### src/sv/pbal_pkg.sv
package pbal_pkg;

    localparam int unsigned FRAME_COUNT_DEF   = 3;
    localparam int unsigned MAX_ALIGNMENT_DEF = 512;
    localparam int unsigned QUEUE_DEPTH       = 2;

    localparam int unsigned IDX_W    = 2;
    localparam int unsigned SIZE_W   = 31;
    localparam int unsigned ALIGN_W  = 11;
    localparam int unsigned OFFSET_W = 32;

    localparam logic [SIZE_W-1:0] SIZE_LIMIT = 31'h4000_0000;

    typedef enum logic [2:0] {
        ST_OK          = 3'd0,
        ST_NOT_READY   = 3'd1,
        ST_BAD_ALIGN   = 3'd2,
        ST_OVERFLOW    = 3'd3,
        ST_FRAME_BEGUN = 3'd4
    } status_t;

    typedef enum logic [1:0] {
        K_ALLOC     = 2'd0,
        K_BEGIN     = 2'd1,
        K_REJ_SIZE  = 2'd2,
        K_REJ_ALIGN = 2'd3
    } kind_t;

    typedef struct packed {
        kind_t               kind;
        logic [OFFSET_W-1:0] base;
        logic [SIZE_W-1:0]   size;
        logic [ALIGN_W-1:0]  mask;
    } entry_t;

endpackage

### src/sv/per_frame_aligned_bump_allocator_unit.sv
// Per-frame bump allocator over a ring of FRAME_COUNT equal slices.
// Config channel (cfg_valid/cfg_ready/cfg_bytes_per_frame): slice size in
// bytes, clamped to 1 GiB and rounded up to MAX_ALIGNMENT; zero = not ready.
// Write it only while no word is in flight. cfg_ready is always high.
// Request channel (s_*): begin frame selects a slice and clears the fill;
// allocate returns an aligned absolute offset or a failure status.
// Result channel (m_*): one word per request, in order, carrying status,
// offset, first-overflow flag and peak fill.
// Throughput is one word per cycle while the result register is free or
// m_ready is high, set by the combinational align/add/compare on the running
// fill in the back end. A two-word queue sits between classifier and back end
// and a result register on the output; while m_ready is low the result holds,
// the queue fills and then s_ready drops.
// Reset (aresetn low, synchronous) empties the queue, drops m_valid and clears
// slice size, frame base, fill, peak and the overflow flag.
module per_frame_aligned_bump_allocator_unit #(
    parameter int unsigned FRAME_COUNT   = pbal_pkg::FRAME_COUNT_DEF,
    parameter int unsigned MAX_ALIGNMENT = pbal_pkg::MAX_ALIGNMENT_DEF
) (
    input  logic                           aclk,
    input  logic                           aresetn,
    input  logic                           cfg_valid,
    output logic                           cfg_ready,
    input  logic [pbal_pkg::SIZE_W-1:0]    cfg_bytes_per_frame,
    input  logic                           s_valid,
    output logic                           s_ready,
    input  logic                           s_operation,
    input  logic [pbal_pkg::IDX_W-1:0]     s_frame_index,
    input  logic [pbal_pkg::SIZE_W-1:0]    s_request_size,
    input  logic [pbal_pkg::ALIGN_W-1:0]   s_request_alignment,
    output logic                           m_valid,
    input  logic                           m_ready,
    output pbal_pkg::status_t              m_status,
    output logic [pbal_pkg::OFFSET_W-1:0]  m_absolute_offset,
    output logic                           m_first_overflow,
    output logic [pbal_pkg::SIZE_W-1:0]    m_peak_bytes
);
    import pbal_pkg::*;

    logic [SIZE_W-1:0]   slice_reg, slice_next;
    logic [SIZE_W-1:0]   cfg_clamped;
    logic [OFFSET_W-1:0] cfg_rounded;

    entry_t front_entry;
    entry_t q_entry;
    logic   q_full;
    logic   q_valid;
    logic   q_pop;

    assign cfg_ready = 1'b1;
    assign s_ready   = !q_full;

    always_comb begin
        cfg_clamped = (cfg_bytes_per_frame > SIZE_LIMIT) ? SIZE_LIMIT : cfg_bytes_per_frame;
        cfg_rounded = ({1'b0, cfg_clamped} + OFFSET_W'(MAX_ALIGNMENT - 1)) &
                      ~OFFSET_W'(MAX_ALIGNMENT - 1);
        slice_next  = (cfg_valid && cfg_ready) ? cfg_rounded[SIZE_W-1:0] : slice_reg;
    end

    always_ff @(posedge aclk) begin
        if (!aresetn) begin
            slice_reg <= '0;
        end else begin
            slice_reg <= slice_next;
        end
    end

    pbal_front #(
        .FRAME_COUNT   (FRAME_COUNT),
        .MAX_ALIGNMENT (MAX_ALIGNMENT)
    ) u_front (
        .s_operation         (s_operation),
        .s_frame_index       (s_frame_index),
        .s_request_size      (s_request_size),
        .s_request_alignment (s_request_alignment),
        .slice_bytes         (slice_reg),
        .entry               (front_entry)
    );

    pbal_queue u_queue (
        .aclk       (aclk),
        .aresetn    (aresetn),
        .push       (s_valid && s_ready),
        .push_entry (front_entry),
        .full       (q_full),
        .pop        (q_pop),
        .q_valid    (q_valid),
        .q_entry    (q_entry)
    );

    pbal_back u_back (
        .aclk              (aclk),
        .aresetn           (aresetn),
        .slice_bytes       (slice_reg),
        .q_valid           (q_valid),
        .q_entry           (q_entry),
        .q_pop             (q_pop),
        .m_valid           (m_valid),
        .m_ready           (m_ready),
        .m_status          (m_status),
        .m_absolute_offset (m_absolute_offset),
        .m_first_overflow  (m_first_overflow),
        .m_peak_bytes      (m_peak_bytes)
    );

endmodule

### src/sv/pbal_front.sv
module pbal_front #(
    parameter int unsigned FRAME_COUNT   = pbal_pkg::FRAME_COUNT_DEF,
    parameter int unsigned MAX_ALIGNMENT = pbal_pkg::MAX_ALIGNMENT_DEF
) (
    input  logic                           s_operation,
    input  logic [pbal_pkg::IDX_W-1:0]     s_frame_index,
    input  logic [pbal_pkg::SIZE_W-1:0]    s_request_size,
    input  logic [pbal_pkg::ALIGN_W-1:0]   s_request_alignment,
    input  logic [pbal_pkg::SIZE_W-1:0]    slice_bytes,
    output pbal_pkg::entry_t               entry
);
    import pbal_pkg::*;

    logic [IDX_W-1:0]    idx_sat;
    logic [OFFSET_W-1:0] slice_w;
    logic                align_ok;

    always_comb begin
        idx_sat = ({1'b0, s_frame_index} >= (IDX_W+1)'(FRAME_COUNT)) ?
                  IDX_W'(FRAME_COUNT - 1) : s_frame_index;
        slice_w = {1'b0, slice_bytes};

        align_ok = (s_request_alignment != '0) &&
                   ((s_request_alignment & (s_request_alignment - ALIGN_W'(1))) == '0) &&
                   (32'(s_request_alignment) <= 32'(MAX_ALIGNMENT));

        // slice times index, index is at most three
        entry.base = (idx_sat[0] ? slice_w : '0) + (idx_sat[1] ? (slice_w << 1) : '0);
        entry.size = s_request_size;
        entry.mask = s_request_alignment - ALIGN_W'(1);

        if (s_operation) begin
            entry.kind = K_BEGIN;
        end else if (slice_bytes == '0 || s_request_size == '0) begin
            entry.kind = K_REJ_SIZE;
        end else if (!align_ok) begin
            entry.kind = K_REJ_ALIGN;
        end else begin
            entry.kind = K_ALLOC;
        end
    end

endmodule

### src/sv/pbal_queue.sv
module pbal_queue (
    input  logic             aclk,
    input  logic             aresetn,
    input  logic             push,
    input  pbal_pkg::entry_t push_entry,
    output logic             full,
    input  logic             pop,
    output logic             q_valid,
    output pbal_pkg::entry_t q_entry
);
    import pbal_pkg::*;

    localparam int unsigned DEPTH = QUEUE_DEPTH;
    localparam int unsigned PTR_W = (DEPTH > 1) ? $clog2(DEPTH) : 1;
    localparam int unsigned CNT_W = $clog2(DEPTH + 1);

    entry_t             mem_reg [DEPTH];
    logic [PTR_W-1:0]   wr_ptr_reg, wr_ptr_next;
    logic [PTR_W-1:0]   rd_ptr_reg, rd_ptr_next;
    logic [CNT_W-1:0]   count_reg, count_next;

    assign full    = (count_reg == CNT_W'(DEPTH));
    assign q_valid = (count_reg != '0);
    assign q_entry = mem_reg[rd_ptr_reg];

    always_comb begin
        wr_ptr_next = wr_ptr_reg;
        rd_ptr_next = rd_ptr_reg;
        count_next  = count_reg;
        if (push) begin
            wr_ptr_next = (wr_ptr_reg == PTR_W'(DEPTH - 1)) ? '0 : wr_ptr_reg + PTR_W'(1);
        end
        if (pop) begin
            rd_ptr_next = (rd_ptr_reg == PTR_W'(DEPTH - 1)) ? '0 : rd_ptr_reg + PTR_W'(1);
        end
        if (push && !pop) begin
            count_next = count_reg + CNT_W'(1);
        end else if (pop && !push) begin
            count_next = count_reg - CNT_W'(1);
        end
    end

    always_ff @(posedge aclk) begin
        if (!aresetn) begin
            wr_ptr_reg <= '0;
            rd_ptr_reg <= '0;
            count_reg  <= '0;
        end else begin
            wr_ptr_reg <= wr_ptr_next;
            rd_ptr_reg <= rd_ptr_next;
            count_reg  <= count_next;
        end
    end

    always_ff @(posedge aclk) begin
        if (push) begin
            mem_reg[wr_ptr_reg] <= push_entry;
        end
    end

    a_count_bound: assert property (@(posedge aclk) disable iff (!aresetn)
        count_reg <= CNT_W'(DEPTH))
        else $error("queue count beyond depth");

endmodule

### src/sv/pbal_back.sv
module pbal_back (
    input  logic                           aclk,
    input  logic                           aresetn,
    input  logic [pbal_pkg::SIZE_W-1:0]    slice_bytes,
    input  logic                           q_valid,
    input  pbal_pkg::entry_t               q_entry,
    output logic                           q_pop,
    output logic                           m_valid,
    input  logic                           m_ready,
    output pbal_pkg::status_t              m_status,
    output logic [pbal_pkg::OFFSET_W-1:0]  m_absolute_offset,
    output logic                           m_first_overflow,
    output logic [pbal_pkg::SIZE_W-1:0]    m_peak_bytes
);
    import pbal_pkg::*;

    logic [OFFSET_W-1:0] frame_base_reg, frame_base_next;
    logic [SIZE_W-1:0]   fill_reg, fill_next;
    logic [SIZE_W-1:0]   peak_reg, peak_next;
    logic                ovf_seen_reg, ovf_seen_next;

    logic                m_valid_reg, m_valid_next;
    status_t             status_reg, status_next;
    logic [OFFSET_W-1:0] offset_reg, offset_next;
    logic                first_reg, first_next;

    logic [OFFSET_W-1:0] mask_w;
    logic [OFFSET_W-1:0] aligned;
    logic [OFFSET_W-1:0] end_pos;
    logic                fits;

    assign q_pop = q_valid && (!m_valid_reg || m_ready);

    always_comb begin
        mask_w  = {{(OFFSET_W-ALIGN_W){1'b0}}, q_entry.mask};
        aligned = ({1'b0, fill_reg} + mask_w) & ~mask_w;
        end_pos = aligned + {1'b0, q_entry.size};
        fits    = (end_pos <= {1'b0, slice_bytes});

        frame_base_next = frame_base_reg;
        fill_next       = fill_reg;
        peak_next       = peak_reg;
        ovf_seen_next   = ovf_seen_reg;
        status_next     = status_reg;
        offset_next     = offset_reg;
        first_next      = first_reg;
        m_valid_next    = m_ready ? 1'b0 : m_valid_reg;

        if (q_pop) begin
            m_valid_next = 1'b1;
            offset_next  = '0;
            first_next   = 1'b0;
            unique case (q_entry.kind)
                K_BEGIN: begin
                    frame_base_next = q_entry.base;
                    fill_next       = '0;
                    ovf_seen_next   = 1'b0;
                    status_next     = ST_FRAME_BEGUN;
                    offset_next     = q_entry.base;
                end
                K_REJ_SIZE: begin
                    status_next = ST_NOT_READY;
                end
                K_REJ_ALIGN: begin
                    status_next = ST_BAD_ALIGN;
                end
                K_ALLOC: begin
                    if (fits) begin
                        status_next = ST_OK;
                        offset_next = frame_base_reg + aligned;
                        fill_next   = end_pos[SIZE_W-1:0];
                        if (end_pos[SIZE_W-1:0] > peak_reg) begin
                            peak_next = end_pos[SIZE_W-1:0];
                        end
                    end else begin
                        status_next   = ST_OVERFLOW;
                        first_next    = !ovf_seen_reg;
                        ovf_seen_next = 1'b1;
                    end
                end
                default: begin
                    status_next = ST_NOT_READY;
                end
            endcase
        end
    end

    always_ff @(posedge aclk) begin
        if (!aresetn) begin
            frame_base_reg <= '0;
            fill_reg       <= '0;
            peak_reg       <= '0;
            ovf_seen_reg   <= 1'b0;
            m_valid_reg    <= 1'b0;
        end else begin
            frame_base_reg <= frame_base_next;
            fill_reg       <= fill_next;
            peak_reg       <= peak_next;
            ovf_seen_reg   <= ovf_seen_next;
            m_valid_reg    <= m_valid_next;
        end
    end

    // output word, no reset needed
    logic [SIZE_W-1:0] peak_out_reg;

    always_ff @(posedge aclk) begin
        if (q_pop) begin
            status_reg   <= status_next;
            offset_reg   <= offset_next;
            first_reg    <= first_next;
            peak_out_reg <= peak_next;
        end
    end

    assign m_valid           = m_valid_reg;
    assign m_status          = status_reg;
    assign m_absolute_offset = offset_reg;
    assign m_first_overflow  = first_reg;
    assign m_peak_bytes      = peak_out_reg;

    a_peak_monotonic: assert property (@(posedge aclk) disable iff (!aresetn)
        1'b1 |=> (peak_reg >= $past(peak_reg)))
        else $error("peak fill went down");

    a_first_is_overflow: assert property (@(posedge aclk) disable iff (!aresetn)
        (m_valid_reg && first_reg) |-> (status_reg == ST_OVERFLOW))
        else $error("first overflow flag without overflow status");

    a_grant_in_frame: assert property (@(posedge aclk) disable iff (!aresetn)
        (q_pop && q_entry.kind == K_ALLOC && fits) |=>
            (offset_reg >= $past(frame_base_reg)))
        else $error("granted offset below frame base");

endmodule

### config.mk
export PLATFORM = sky130hd
export DESIGN_NAME = per_frame_aligned_bump_allocator_unit
export DESIGN_NICKNAME = d
export VERILOG_FILES = /design/src/sv/pbal_pkg.sv /design/src/sv/per_frame_aligned_bump_allocator_unit.sv /design/src/sv/pbal_front.sv /design/src/sv/pbal_queue.sv /design/src/sv/pbal_back.sv
export SDC_FILE = /design/constraint.sdc
export NUM_CORES = 1
export LEC_CHECK = 0
export ABC_CLOCK_PERIOD_IN_PS = 8880
export BUFFER_PORTS_ARGS = -buffer_cell sky130_fd_sc_hd__buf_2
export CAP_MARGIN = 25
export CORE_UTILIZATION = 35
export CTS_CLUSTER_DIAMETER = 60
export DETAILED_ROUTE_END_ITERATION = 12
export GPL_TIMING_DRIVEN = 0
export PLACE_DENSITY = 0.57
export SLEW_MARGIN = 20
export SYNTH_ARGS = -nofsm -noshare
export SYNTH_HDL_FRONTEND = slang
export SYNTH_HIERARCHICAL = 1
export SYNTH_SLANG_ARGS = --single-unit
### constraint.sdc
create_clock -name aclk -period 8.88 [get_ports aclk]
set_input_delay 0 -clock aclk [delete_from_list [all_inputs] [get_ports aclk]]
set_output_delay 0 -clock aclk [all_outputs]
set_load 0.01 [all_outputs]
==> results.py <==
metrics = {
    "critical_path": {
        "r2r-end": "u_back/peak_reg[6]",
        "worstSetupEndpoint": "u_back/peak_reg[6]",
        "crit_arrival_ps": 8840,
        "r2r_slack_ps": 490,
        "critPathSlowestCell": "fa_1",
        "rr_worst_depth": 35,
        "cp_num_buf_inv": 3,
        "cp.required_ps": 9330,
        "critical_path_depth": 35,
        "cp-start-kind": "flip-flop",
        "critPathKind": "flip-flop to flip-flop",
        "cp_slowest_stage_delay_ps": 410,
        "cp-end-kind": "flip-flop",
        "path_delay_family": "compound AO/OA/AOI/OAI gates",
        "path_max_fanout": 10,
    },
    "synthesis": {
        "synthAdderAreaFrac_pct": 10.6,
        "synth_top_family_by_area": "compound AO/OA/AOI/OAI gates",
        "synth_ff_type": "edfxtp_1",
        "synth-seq-cells": 342,
        "yosysSeqAreaShare_pct": 42.1,
        "synth-compound-area-share_pct": 16.4,
        "async_reset_ff_share_pct": 0,
        "synth-xor-area-share_pct": 5.18,
        "synthMuxAreaShare_pct": 6.93,
        "synth_edf_count": 219,
        "yosys.area_share.simple_pct": 14.0,
        "syn_area_um2": 21500,
        "ys_warn_count": 6,
        "synth.avg_cell_area_um2": 10.7,
        "synth_cell_types": 102,
        "syn_inst": 2007,
    },
    "drt": {
        "via_count": 16419,
        "routed_wl_mm": 59.3,
        "drtAntennaViolNets": 0,
        "first_pass_iters": 5,
        "via_per_inst": 5.21,
        "route.detailed.wl_per_inst_um": 18.8,
        "drc_errors": 0,
        "drt_iter0_drc": 659,
    },
    "global_routing": {
        "grtUsageTotal_pct": 18.8,
        "antenna_found_initial": 1,
        "grt_overflow": 0,
        "grt_pass1_wl_mm": 91.0,
        "grt_pass1_vias": 16577,
        "grt_max_degree": 49,
    },
    "finish": {
        "regArea_um2": 9040,
        "drive_gt1_share_pct": 19.6,
        "multi_input_area_um2": 11700,
        "fin_area_um2": 26000,
        "fillers": 5680,
        "largest_reg_flops": 152,
        "num-nets-final": 2595,
        "syn_to_final_growth_pct": 20.9,
        "fin_util_pct": 42.9,
    },
    "clocking": {
        "clk_latency_ps": 570,
        "clock-root-buffer": "clkbuf_16",
        "cts_buffers": 42,
        "h-tree-depth": 2,
        "cts_tree": "built",
        "clock_path_buffers": 3,
        "clk_pin_slew_ps": 60,
        "cts_sinks": 342,
    },
    "timing": {
        "worst_slew_pin_slew_ps": 981,
        "slew_viol_final": 0,
        "skew_ps": 27.7,
        "rsz0062_at_grt": "no",
        "slew_headroom_pct": 33.7,
        "fmax_mhz": 119,
        "setup_viol": 0,
        "hold_viol": 0,
        "fin_tns_setup_ps": 0,
        "finalCritPeriodShare_pct": 94.5,
        "fin_crit_ps": 8390,
    },
    "floorplanning": {
        "dieArea_um2": 62400,
        "coreArea_um2": 60500,
        "io_pins": 151,
        "std_cell_rows": 90,
        "start_util_pct": 35.5,
        "die_x_um": 250,
        "die_h_um": 250,
    },
    "outcome": {
        "status": "finished clean",
    },
    "power_and_ir_drop": {
        "powerDensity_nw_per_um2": 236,
        "total_power_uw": 6140,
        "leakagePower_uw": 0.0108,
        "ir_drop_v": 0.000142,
    },
    "job": {
        "cap_violations": 0,
    },
    "placement": {
        "routabilityCongestion": 0.916,
        "hpwl_mm": 46.1,
        "io_buffers": 148,
        "placedInstanceArea_um2": 23500,
    },
    "min_path": {
        "hold_class": "input pin to flip-flop",
    },
}
[cells in the final DEF, fill, tap and decap left out, types with 76 or more instances in the layout]
| cell | Yosys | routed |
|---|---|---|
| xnor2_1 | 80 | 76 |
| ha_1 | 173 | 172 |
| dfxtp_1 | 123 | 123 |
| edfxtp_1 | 219 | 219 |
| inv_1 | 108 | 108 |
| nand2_1 | 128 | 127 |
| a21oi_1 | 99 | 97 |
| buf_2 | 10 | 156 |
| and2_1 | 112 | 110 |
| dlygate4sd3_1 | 0 | 95 |
[metal layers]
metal,track usage (%),wire length (um),vias to the layer above
met5,0,0,-
met4,7.97,2290,0
met3,2.52,2660,110
met2,32.4,28200,395
met1,23.5,26100,7838
li1,-,-,8076
[final cells by class]
cell class | instances | share of cell area, %
diodes | 2 | 0.0193
flip-flops and latches | 342 | 34.8
inverters | 109 | 1.58
well taps | 782 | 3.77
clock inverters | 19 | 0.675
multi-input cells | 1496 | 45.1
repair buffers | 251 | 7.07
plain buffers | 95 | 2.38
clock buffers | 58 | 4.55
[kinds of logic (layout without fill, tap and decap cells)]
family	count (synthesis)	in the layout
AO/OA/AOI/OAI	488	488
AND/OR/NAND/NOR	555	555
XOR/XNOR	127	127
buffers and inverters	204	532
multiplexers	109	109
other	2	39
flip-flops	342	342
adder cells (fa/ha/maj)	180	180
[what timing repair did]
action,CTS,global route
pin swaps,0,4
endpoints found under the setup margin,123,124
hold endpoints to repair,114,0
setup buffers,0,3
resized for setup,8,26
hold buffers,95,0
[per-stage QoR]
step,hold slack [ps],instances,setup WS (ps)
2_1_floorplan,118,2042,1460
6_report,6.68,3154,487
3_5_place_dp,291,2977,-669
3_3_place_gp,291,2972,-603
5_1_grt,20.4,3152,46.4
4_1_cts,2.42,3149,5.96
[Yosys cell counts (8+ instances only)]
library cell,number,area (um2)
buf_6,8,90.1
nand2b_1,16,100
and3_1,19,119
ha_1,173,2160
nor2b_1,22,138
nand2_1,128,480
or3_1,11,68.8
mux2_4,70,1050
o21ai_0,67,335
a21o_1,54,405
and2_1,112,701
o21a_1,16,120
edfxtp_1,219,6580
a21oi_1,99,495
nor3_1,27,135
a21boi_0,27,203
clkbuf_1,37,139
dfxtp_1,123,2460
xor2_1,47,412
nor4_1,32,200
inv_1,108,405
o21ai_1,15,75.1
nor2_1,76,285
nand3_1,37,185
o211ai_1,12,90.1
a31oi_1,10,62.6
nand4_1,37,231
xnor2_1,80,701
or2_2,8,50.1
buf_2,10,50.1
a211oi_1,10,75.1
mux2_2,36,405
o21bai_1,18,135
buf_4,34,255
a22o_1,56,490
a32o_1,18,180
[worst min path at each step]
stage / depth (start not counted) / start / end
final: 2 / aresetn / slice_reg[14]
after global routing: 4 / cfg_bytes_per_frame[30] / slice_reg[11]
after CTS: 4 / cfg_bytes_per_frame[30] / slice_reg[11]
after detailed placement: 2 / s_request_size[3] / u_queue/mem_reg[1][14]
after global placement: 2 / s_request_size[2] / u_queue/mem_reg[0][13]
after floorplan: 1 / aresetn / u_queue/wr_ptr_reg
[worst register-to-register path, delay by kind of cell, from the launching register on]
kind / cells / cell delay [ps]
DFF: 1 / 380
AOI/OAI and AO/OA: 15 / 3070
buffers and inverters: 3 / 680
and+or+nand+nor: 10 / 2090
muxes: 2 / 720
adders and majority gates: 3 / 930
xor gates and xnor gates: 2 / 400
[report_power, final]
part	internal (uW)	switching (uW)	leakage (uW)	total [uW]
logic	935	1380	0.00704	2310
clock network	999	684	0.000674	1680
registers	2050	99.2	0.00309	2150
total	3980	2160	0.0108	6140
(Power assumes the default switching activity.)
